==> config.mk <==
export PLATFORM = sky130hd
export DESIGN_NAME = partially_matched_crossover
export DESIGN_NICKNAME = d
export VERILOG_FILES = /design/src/pmx_pkg.sv /design/src/pmx_ram.sv /design/src/partially_matched_crossover.sv
export SDC_FILE = /design/constraint.sdc
export NUM_CORES = 1
export LEC_CHECK = 0
export ABC_AREA = 1
export CORE_AREA = 2 2 351 284
export DETAILED_ROUTE_END_ITERATION = 10
export DIE_AREA = 0 0 353 286
export DONT_BUFFER_PORTS = 1
export PLACE_DENSITY = 0.69
export SLEW_MARGIN = 20
export SYNTH_ARGS = -nofsm -noshare
export SYNTH_HDL_FRONTEND = slang
export SYNTH_SLANG_ARGS = --single-unit
==> constraint.sdc <==
create_clock -name clock -period 9.4 [get_ports clock]
set_clock_uncertainty 0.05 [all_clocks]
set_input_delay 0.47 -clock clock [delete_from_list [all_inputs] [get_ports clock]]
set_output_delay 0.47 -clock clock [all_outputs]
set_load 0.02 [all_outputs]
==> src/pmx_pkg.sv <==
// ----------------------------------------------------------------------------
// PMX package
// Field layout of the request and response streams and the item kind codes
// of the partially matched crossover block.
// ----------------------------------------------------------------------------
`default_nettype none

package pmx_pkg;

   // Fixed field widths of the stream items.
   localparam int GENE_BITS = 8;
   localparam int CUT_BITS  = 5;
   localparam int POS_BITS  = 5;

   // Request tdata: parent1_gene, parent2_gene, cut_first, cut_second.
   localparam int REQ_P1_LSB    = 0;
   localparam int REQ_P2_LSB    = REQ_P1_LSB + GENE_BITS;
   localparam int REQ_CUTA_LSB  = REQ_P2_LSB + GENE_BITS;
   localparam int REQ_CUTB_LSB  = REQ_CUTA_LSB + CUT_BITS;
   localparam int REQ_USED_BITS = REQ_CUTB_LSB + CUT_BITS;
   localparam int REQ_DATA_BITS = ((REQ_USED_BITS + 7) / 8) * 8;

   // Response tdata: child1_gene, child2_gene, position.
   localparam int RSP_C1_LSB    = 0;
   localparam int RSP_C2_LSB    = RSP_C1_LSB + GENE_BITS;
   localparam int RSP_POS_LSB   = RSP_C2_LSB + GENE_BITS;
   localparam int RSP_USED_BITS = RSP_POS_LSB + POS_BITS;
   localparam int RSP_DATA_BITS = ((RSP_USED_BITS + 7) / 8) * 8;

   // Item kinds carried in req_tuser.
   localparam logic KIND_LOAD = 1'b0;
   localparam logic KIND_RUN  = 1'b1;

endpackage

`default_nettype wire

==> src/pmx_ram.sv <==
// ----------------------------------------------------------------------------
// PMX generic RAM
// One write port and one read port with a registered, enabled read. A read
// of the entry being written in the same cycle returns the old contents.
// ----------------------------------------------------------------------------
`default_nettype none

module pmx_ram #(
   parameter int WIDTH = 16,
   parameter int DEPTH = 32
) (
   input  wire logic                     clock,
   input  wire logic                     wr_en,
   input  wire logic [$clog2(DEPTH)-1:0] wr_addr,
   input  wire logic [WIDTH-1:0]         wr_data,
   input  wire logic                     rd_en,
   input  wire logic [$clog2(DEPTH)-1:0] rd_addr,
   output logic      [WIDTH-1:0]         rd_data
);

   logic [WIDTH-1:0] mem_ff [DEPTH];
   logic [WIDTH-1:0] rd_data_ff;

   always_ff @(posedge clock) begin
      if (wr_en) begin
         mem_ff[wr_addr] <= wr_data;
      end
      if (rd_en) begin
         rd_data_ff <= mem_ff[rd_addr];
      end
   end

   assign rd_data = rd_data_ff;

endmodule

`default_nettype wire

==> src/partially_matched_crossover.sv <==
// ----------------------------------------------------------------------------
// Partially matched crossover
// Loads two parent gene vectors pair by pair, then on a run item builds both
// children by PMX between two cut points and streams them out pair by pair.
//
//   channel | direction | tdata (low bit up)                        | tuser | tlast
//   req_    | in        | parent1_gene, parent2_gene, cut_first,    | kind  | last_gene
//           |           | cut_second                                |       |
//   rsp_    | out       | child1_gene, child2_gene, position        | -     | last_result
//
// A load item leaves the block idle and ready for the next one. A run item
// fetches and latches the parent pair at each position between the cuts and
// sweeps all loaded positions with it, then the children are read out through
// the single read port of the child memory, one gene pair per cycle when the
// sink does not stall. req_tready is low while a run is in progress. Reset is
// synchronous and clears the load state; the memories keep their contents. A
// stalled result holds in the output register and pauses the read-out.
// ----------------------------------------------------------------------------
`default_nettype none

module partially_matched_crossover #(
   parameter int GENE_COUNT = 32,
   parameter int VALUE_BITS = 8
) (
   input  wire logic                               clock,
   input  wire logic                               reset,
   // parent1_gene[7:0], parent2_gene[15:8], cut_first[20:16], cut_second[25:21]
   input  wire logic [pmx_pkg::REQ_DATA_BITS-1:0]  req_tdata,
   // kind
   input  wire logic                               req_tuser,
   input  wire logic                               req_tlast,
   input  wire logic                               req_tvalid,
   output logic                                    req_tready,
   // child1_gene[7:0], child2_gene[15:8], position[20:16]
   output logic      [pmx_pkg::RSP_DATA_BITS-1:0]  rsp_tdata,
   output logic                                    rsp_tlast,
   output logic                                    rsp_tvalid,
   input  wire logic                               rsp_tready
);

   localparam int AW = $clog2(GENE_COUNT);
   localparam int CW = $clog2(GENE_COUNT + 1);
   localparam int MW = (CW > pmx_pkg::CUT_BITS) ? CW : pmx_pkg::CUT_BITS;
   localparam int VW = VALUE_BITS;

   typedef enum logic [2:0] {
      ST_IDLE,
      ST_FETCH,
      ST_LATCH,
      ST_SWEEP,
      ST_FLUSH,
      ST_EMIT
   } state_type;

   state_type state_ff, state_in;

   logic [CW-1:0] count_ff, count_in;
   logic          closed_ff, closed_in;
   logic [AW-1:0] len_m1_ff, len_m1_in;
   logic [AW-1:0] j_ff, j_in;
   logic [AW-1:0] hi_ff, hi_in;
   logic [AW-1:0] k_ff, k_in;
   logic          first_pass_ff, first_pass_in;
   logic [VW-1:0] p1_ff, p1_in;
   logic [VW-1:0] p2_ff, p2_in;
   logic          pend_ff, pend_in;
   logic [AW-1:0] pend_addr_ff, pend_addr_in;
   logic          pend_src_ff, pend_src_in;
   logic          dvalid_ff, dvalid_in;
   logic [AW-1:0] dpos_ff, dpos_in;
   logic          rd_done_ff, rd_done_in;
   logic          rsp_valid_ff, rsp_valid_in;
   logic          rsp_last_ff, rsp_last_in;
   logic [pmx_pkg::RSP_DATA_BITS-1:0] rsp_data_ff, rsp_data_in;

   // Memory ports: parents and children each packed as {second, first}.
   logic            par_wr_en;
   logic [AW-1:0]   par_wr_addr;
   logic [2*VW-1:0] par_wr_data;
   logic            par_rd_en;
   logic [AW-1:0]   par_rd_addr;
   logic [2*VW-1:0] par_rd_data;
   logic            chd_wr_en;
   logic [2*VW-1:0] chd_wr_data;
   logic            chd_rd_en;
   logic [AW-1:0]   chd_rd_addr;
   logic [2*VW-1:0] chd_rd_data;

   logic [2*VW-1:0] src_word;
   logic [CW-1:0]   cnt_eff;
   logic [pmx_pkg::CUT_BITS-1:0] cut_a, cut_b;
   logic [MW-1:0]   lo_w, hi_w, lim_w;
   logic            take, issue;

   function automatic logic [VW-1:0] remap(input logic [VW-1:0] g,
                                            input logic [VW-1:0] from_v,
                                            input logic [VW-1:0] to_v);
      logic [VW-1:0] r;
      r = g;
      if (g == from_v) begin
         r = to_v;
      end else if (g == to_v) begin
         r = from_v;
      end
      return r;
   endfunction

   pmx_ram #(.WIDTH(2 * VW), .DEPTH(GENE_COUNT)) u_parent_ram (
      .clock   (clock),
      .wr_en   (par_wr_en),
      .wr_addr (par_wr_addr),
      .wr_data (par_wr_data),
      .rd_en   (par_rd_en),
      .rd_addr (par_rd_addr),
      .rd_data (par_rd_data)
   );

   pmx_ram #(.WIDTH(2 * VW), .DEPTH(GENE_COUNT)) u_child_ram (
      .clock   (clock),
      .wr_en   (chd_wr_en),
      .wr_addr (pend_addr_ff),
      .wr_data (chd_wr_data),
      .rd_en   (chd_rd_en),
      .rd_addr (chd_rd_addr),
      .rd_data (chd_rd_data)
   );

   // Write-back half of the sweep: the entry read last cycle is remapped and
   // stored. The first pass reads the parents, so no copy step is needed.
   assign src_word    = pend_src_ff ? par_rd_data : chd_rd_data;
   assign chd_wr_en   = pend_ff;
   assign chd_wr_data = {remap(src_word[2*VW-1:VW], p1_ff, p2_ff),
                         remap(src_word[VW-1:0], p1_ff, p2_ff)};

   assign cut_a   = req_tdata[pmx_pkg::REQ_CUTA_LSB +: pmx_pkg::CUT_BITS];
   assign cut_b   = req_tdata[pmx_pkg::REQ_CUTB_LSB +: pmx_pkg::CUT_BITS];
   assign cnt_eff = closed_ff ? '0 : count_ff;
   assign lim_w   = MW'(count_ff) - MW'(1);

   always_comb begin
      lo_w = (cut_a > cut_b) ? MW'(cut_b) : MW'(cut_a);
      hi_w = (cut_a > cut_b) ? MW'(cut_a) : MW'(cut_b);
      if (lo_w > lim_w) begin
         lo_w = lim_w;
      end
      if (hi_w > lim_w) begin
         hi_w = lim_w;
      end
   end

   assign take  = (state_ff == ST_EMIT) && dvalid_ff && (!rsp_valid_ff || rsp_tready);
   assign issue = (state_ff == ST_EMIT) && !rd_done_ff && (!dvalid_ff || take);

   always_comb begin
      state_in      = state_ff;
      count_in      = count_ff;
      closed_in     = closed_ff;
      len_m1_in     = len_m1_ff;
      j_in          = j_ff;
      hi_in         = hi_ff;
      k_in          = k_ff;
      first_pass_in = first_pass_ff;
      p1_in         = p1_ff;
      p2_in         = p2_ff;
      pend_in       = 1'b0;
      pend_addr_in  = pend_addr_ff;
      pend_src_in   = pend_src_ff;
      dvalid_in     = dvalid_ff;
      dpos_in       = dpos_ff;
      rd_done_in    = rd_done_ff;
      rsp_valid_in  = rsp_valid_ff && !rsp_tready;
      rsp_last_in   = rsp_last_ff;
      rsp_data_in   = rsp_data_ff;

      par_wr_en   = 1'b0;
      par_wr_addr = AW'(cnt_eff);
      par_wr_data = {VW'(req_tdata[pmx_pkg::REQ_P2_LSB +: pmx_pkg::GENE_BITS]),
                     VW'(req_tdata[pmx_pkg::REQ_P1_LSB +: pmx_pkg::GENE_BITS])};
      par_rd_en   = 1'b0;
      par_rd_addr = k_ff;
      chd_rd_en   = 1'b0;
      chd_rd_addr = k_ff;

      unique case (state_ff)
         ST_IDLE: begin
            if (req_tvalid) begin
               if (req_tuser == pmx_pkg::KIND_LOAD) begin
                  // A load after a closed one starts new vectors at position 0.
                  count_in  = cnt_eff;
                  closed_in = req_tlast;
                  if (cnt_eff < CW'(GENE_COUNT)) begin
                     par_wr_en = 1'b1;
                     count_in  = cnt_eff + CW'(1);
                  end
               end else if (count_ff != '0) begin
                  len_m1_in     = AW'(count_ff - CW'(1));
                  j_in          = AW'(lo_w);
                  hi_in         = AW'(hi_w);
                  first_pass_in = 1'b1;
                  state_in      = ST_FETCH;
               end
            end
         end
         ST_FETCH: begin
            par_rd_en   = 1'b1;
            par_rd_addr = j_ff;
            state_in    = ST_LATCH;
         end
         ST_LATCH: begin
            p1_in    = par_rd_data[VW-1:0];
            p2_in    = par_rd_data[2*VW-1:VW];
            k_in     = '0;
            state_in = ST_SWEEP;
         end
         ST_SWEEP: begin
            par_rd_en    = first_pass_ff;
            chd_rd_en    = !first_pass_ff;
            pend_in      = 1'b1;
            pend_addr_in = k_ff;
            pend_src_in  = first_pass_ff;
            if (k_ff == len_m1_ff) begin
               if (j_ff == hi_ff) begin
                  state_in = ST_FLUSH;
               end else begin
                  j_in          = j_ff + AW'(1);
                  first_pass_in = 1'b0;
                  state_in      = ST_FETCH;
               end
            end else begin
               k_in = k_ff + AW'(1);
            end
         end
         ST_FLUSH: begin
            // The last write-back lands here, before the read-out starts.
            k_in       = '0;
            dvalid_in  = 1'b0;
            rd_done_in = 1'b0;
            state_in   = ST_EMIT;
         end
         ST_EMIT: begin
            if (take) begin
               rsp_valid_in = 1'b1;
               rsp_last_in  = (dpos_ff == len_m1_ff);
               rsp_data_in  = '0;
               rsp_data_in[pmx_pkg::RSP_C1_LSB +: pmx_pkg::GENE_BITS] =
                  pmx_pkg::GENE_BITS'(chd_rd_data[VW-1:0]);
               rsp_data_in[pmx_pkg::RSP_C2_LSB +: pmx_pkg::GENE_BITS] =
                  pmx_pkg::GENE_BITS'(chd_rd_data[2*VW-1:VW]);
               rsp_data_in[pmx_pkg::RSP_POS_LSB +: pmx_pkg::POS_BITS] =
                  pmx_pkg::POS_BITS'(dpos_ff);
               if (dpos_ff == len_m1_ff) begin
                  state_in = ST_IDLE;
               end
            end
            if (issue) begin
               chd_rd_en = 1'b1;
               dvalid_in = 1'b1;
               dpos_in   = k_ff;
               if (k_ff == len_m1_ff) begin
                  rd_done_in = 1'b1;
               end else begin
                  k_in = k_ff + AW'(1);
               end
            end else if (take) begin
               dvalid_in = 1'b0;
            end
         end
         default: begin
            state_in = ST_IDLE;
         end
      endcase
   end

   always_ff @(posedge clock) begin
      len_m1_ff    <= len_m1_in;
      j_ff         <= j_in;
      hi_ff        <= hi_in;
      k_ff         <= k_in;
      p1_ff        <= p1_in;
      p2_ff        <= p2_in;
      pend_addr_ff <= pend_addr_in;
      pend_src_ff  <= pend_src_in;
      dpos_ff      <= dpos_in;
      rsp_last_ff  <= rsp_last_in;
      rsp_data_ff  <= rsp_data_in;
      first_pass_ff <= first_pass_in;
      if (reset) begin
         state_ff     <= ST_IDLE;
         count_ff     <= '0;
         closed_ff    <= 1'b0;
         pend_ff      <= 1'b0;
         dvalid_ff    <= 1'b0;
         rd_done_ff   <= 1'b0;
         rsp_valid_ff <= 1'b0;
      end else begin
         state_ff     <= state_in;
         count_ff     <= count_in;
         closed_ff    <= closed_in;
         pend_ff      <= pend_in;
         dvalid_ff    <= dvalid_in;
         rd_done_ff   <= rd_done_in;
         rsp_valid_ff <= rsp_valid_in;
      end
   end

   assign req_tready = (state_ff == ST_IDLE);
   assign rsp_tvalid = rsp_valid_ff;
   assign rsp_tdata  = rsp_data_ff;
   assign rsp_tlast  = rsp_last_ff;

endmodule

`default_nettype wire

==> impl_metrics.env <==
export IMPL_power_leakage_nw=19.5
export IMPL_netlist_area_um2=48400
export IMPL_power_density_nw_per_um2=308
export IMPL_critical_path_max_fanout=78
export IMPL_min_to="u_parent_ram.mem_ff[23][9]$_DFFE_PP_"
export IMPL_status="complete, no violations"
export IMPL_yosys_warnings=0
export IMPL_final_cells=5599
export IMPL_cts_tree="built"
export IMPL_drtIter0Drc=4365
export IMPL_gp_congestion=0.865
export IMPL_postLayoutCoreUtil_pct=55.0
export IMPL_core_area_um2=97700
export IMPL_n_fill_cell=7998
export IMPL_maxSlewViolCount=0
export IMPL_grt_overflow=0
export IMPL_ys_ff_latch=1140
export IMPL_drcViolationCount=0
export IMPL_num_rows=103
export IMPL_grtUsageTotal_pct=23.4
export IMPL_yosys_cell_types_count=42
export IMPL_clk_path_buf_depth=3
export IMPL_post_cts_resized=0
export IMPL_period_needed_ns=4.43
export IMPL_worstPathRequired_ns=9.71
export IMPL_area_delta_synth_final_pct=10.9
export IMPL_ys_flop_type="edfxtp_1"
export IMPL_rsz0062_at_grt="no"
export IMPL_vdd_drop_max_mv=0.292
export IMPL_min_from="req_tdata[9]"
export IMPL_viasPerCell=5.65
export IMPL_clk_pin_slew_worst_paths_ns=0.06
export IMPL_synth_edf_count=1126
export IMPL_cts_sinks=1140
export IMPL_nNetsFinal=4256
export IMPL_die_y_um=286
export IMPL_final_setup_viol_count=0
export IMPL_r2r_start="state_ff[1]$_SDFFE_PP0P_"
export IMPL_timing_fmax_mhz=226
export IMPL_grt_pass1_vias=29600
export IMPL_start_util_pct=49.6
export IMPL_seq_area_frac_synth_pct=70.4
export IMPL_wl_mm=119
export IMPL_grt_max_degree=206
export IMPL_crit_type="flip-flop to flip-flop"
export IMPL_dp_cells=5374
export IMPL_root_buffer="clkbuf_16"
export IMPL_drive_gt1_share_pct=7.89
export IMPL_tns_ns=0
export IMPL_ant_nets=0
export IMPL_htreeDepth=3
export IMPL_grt_antenna_before_repair=5
export IMPL_critical_path_arrival_ns=4.73
export IMPL_die_w_um=353
export IMPL_timing_hold_ws_ns=0.0311
export IMPL_hold_depth=1
export IMPL_async_flop_share_pct=0
export IMPL_netlist_instances=4189
export IMPL_cts_buffers=108
export IMPL_worstSetupStartpointType="flip-flop"
export IMPL_hold_violations=0
export IMPL_cp_end_kind="flip-flop"
export IMPL_r2r_cells=14
export IMPL_firstDrtPassIters=8
export IMPL_drv_cap=0
export IMPL_dieArea_um2=101000
export IMPL_io_pins=65
export IMPL_dp_hpwl_mm=67.0
export IMPL_reg2reg_slack_ns=4.97
export IMPL_wire_per_inst_um=21.3
export IMPL_r2r_end="u_parent_ram.rd_data[0]$_DFFE_PP_"
export IMPL_cp_startpoint="state_ff[1]$_SDFFE_PP0P_"
export IMPL_vias=31600
export IMPL_grt_first_pass_wirelength_mm=180
export IMPL_hold_class="input pin to flip-flop"
export IMPL_cts_setup_buffers=0
export IMPL_worst_slew_pin_slew_ns=1.15
export IMPL_syn_avg_cell_area_um2=11.6
export IMPL_port_buffers=0
export IMPL_relSlewSlack_pct=23.5
export IMPL_insertion_delay_ns=0.70
export IMPL_final_period_utilization_pct=47.1
[routing by layer]
layer	GRT usage, %	routed length, um
met1	35.9	52000
met2	34.1	51100
met3	3.81	12800
met4	7.55	3370
met5	0	13
[registers in the layout, summed over array words and instances (netlist names), 6 cells and up]
name and count:
u_parent_ram.mem_ff 512, u_child_ram.rd_data 16, p2_ff 8, count_ff 6
u_child_ram.mem_ff 512, rsp_tdata 21, p1_ff 8, u_parent_ram.rd_data 16
[power by group]
part | switching [mW] | internal [mW]
combinational | 4.47 | 1.62
clock | 1.88 | 2.37
sequential | 0.144 | 6.04
[placed cells by master (no fill, tap or decap), drive strengths merged]
master | synthesis | layout
nand4 | 24 | 24
edfxtp | 1126 | 1126
dfxtp | 14 | 14
nor2 | 432 | 432
o21bai | 1 | 1
o211ai | 65 | 65
dlygate4sd3 | 0 | 12
conb | 1 | 3
nor3b | 1 | 1
xor2 | 43 | 43
nand2 | 655 | 655
nor4 | 1 | 1
nor3 | 12 | 12
o21ai | 338 | 338
clkinvlp | 0 | 1
a21o | 2 | 2
nand3 | 579 | 579
or2 | 1 | 1
o311ai | 1 | 1
a21oi | 20 | 20
clkbuf | 120 | 126
nand3b | 115 | 115
bufinv | 0 | 9
a41oi | 1 | 1
inv | 419 | 419
o21a | 3 | 3
o22ai | 64 | 64
clkinv | 1 | 65
buf | 118 | 121
a31oi | 3 | 3
xnor2 | 4 | 4
ha | 22 | 22
a221oi | 1 | 1
diode | 0 | 1
a211oi | 2 | 2
[cells in the mapped netlist, drive strengths merged (2+ instances only)]
cell type / instances / area [um2]
clkbuf: 120 / 450
nand3b: 115 / 863
nand3: 579 / 2910
xnor2: 4 / 35.0
buf: 118 / 597
inv: 419 / 1570
nand4: 24 / 150
o22ai: 64 / 400
dfxtp: 14 / 280
nand2: 655 / 2470
o21ai: 338 / 1770
a21oi: 20 / 100
ha: 22 / 275
nor2: 432 / 1650
o211ai: 65 / 488
a211oi: 2 / 15.0
xor2: 43 / 377
nor3: 12 / 71.3
a31oi: 3 / 18.8
edfxtp: 1126 / 33800
a21o: 2 / 15.0
o21a: 3 / 22.5
[cells by family (layout without fill, tap and decap cells)]
family                   Yosys count  count (layout)  share of synthesized area (%)
XOR/XNOR                          47              47                          0.850
AND/OR/NAND/NOR                 1820            1820                           16.8
AO/OA/AOI/OAI                    501             501                           5.92
other                              1               4                        0.00775
buffers and inverters            658             753                           5.42
adder cells (fa/ha/maj)           22              22                          0.569
flip-flops                      1140            1140                           70.4
[how the worst max path moves through the flow]
| stage | cells after the start | end |
|---|---|---|
| 2_1_floorplan | 13 | hi_ff[0]$_DFFE_PP_ |
| 4_1_cts | 14 | u_parent_ram.rd_data[0]$_DFFE_PP_ |
| 3_5_place_dp | 14 | u_parent_ram.rd_data[0]$_DFFE_PP_ |
| 3_3_place_gp | 14 | u_parent_ram.rd_data[0]$_DFFE_PP_ |
| 6_report | 14 | u_parent_ram.rd_data[0]$_DFFE_PP_ |
| 5_1_grt | 14 | u_parent_ram.rd_data[0]$_DFFE_PP_ |
[final cells by class]
cell class / count / area (um2) / share of cell area, %
tap: 1312 / 1640 / 3.06
clock inverter: 74 / 646 / 1.20
antenna: 1 / 2.50 / 0.00466
clock buffer: 126 / 2790 / 5.20
inverter: 420 / 1580 / 2.95
sequential: 1140 / 34100 / 63.5
timing repair buffer: 133 / 1110 / 2.07
multi-input combinational: 2393 / 11800 / 22.0
[worst max-delay path: stages, from the launching register on]
cell	delay (ns)
dfxtp_1	0.40
inv_2	0.07
nand3_4	0.26
nand2_4	0.05
buf_4	0.37
nand2_4	0.61
buf_4	0.71
buf_4	0.81
nand2_1	0.14
nand3_1	0.12
nand3_1	0.09
nand3_1	0.09
nand2_1	0.06
nand2_1	0.05
nand2_1	0.19
[stage by stage]
step / area (um2) / worst slack [ns] / power, mW
after global placement: 50000 / 5.07 / 12.1
final: 53700 / 4.97 / 16.5
after global routing: 53700 / 4.65 / 17.4
after floorplan: 48400 / 6.25 / 10.3
after detailed placement: 50000 / 5.04 / 12.2
after CTS: 53700 / 4.96 / 16.5
[what timing repair did]
action	4_1_cts	5_1_grt
endpoints found under the setup margin	0	0
endpoints found under the hold margin	524	0
hold buffers	24	0
(Power assumes the default switching activity.)
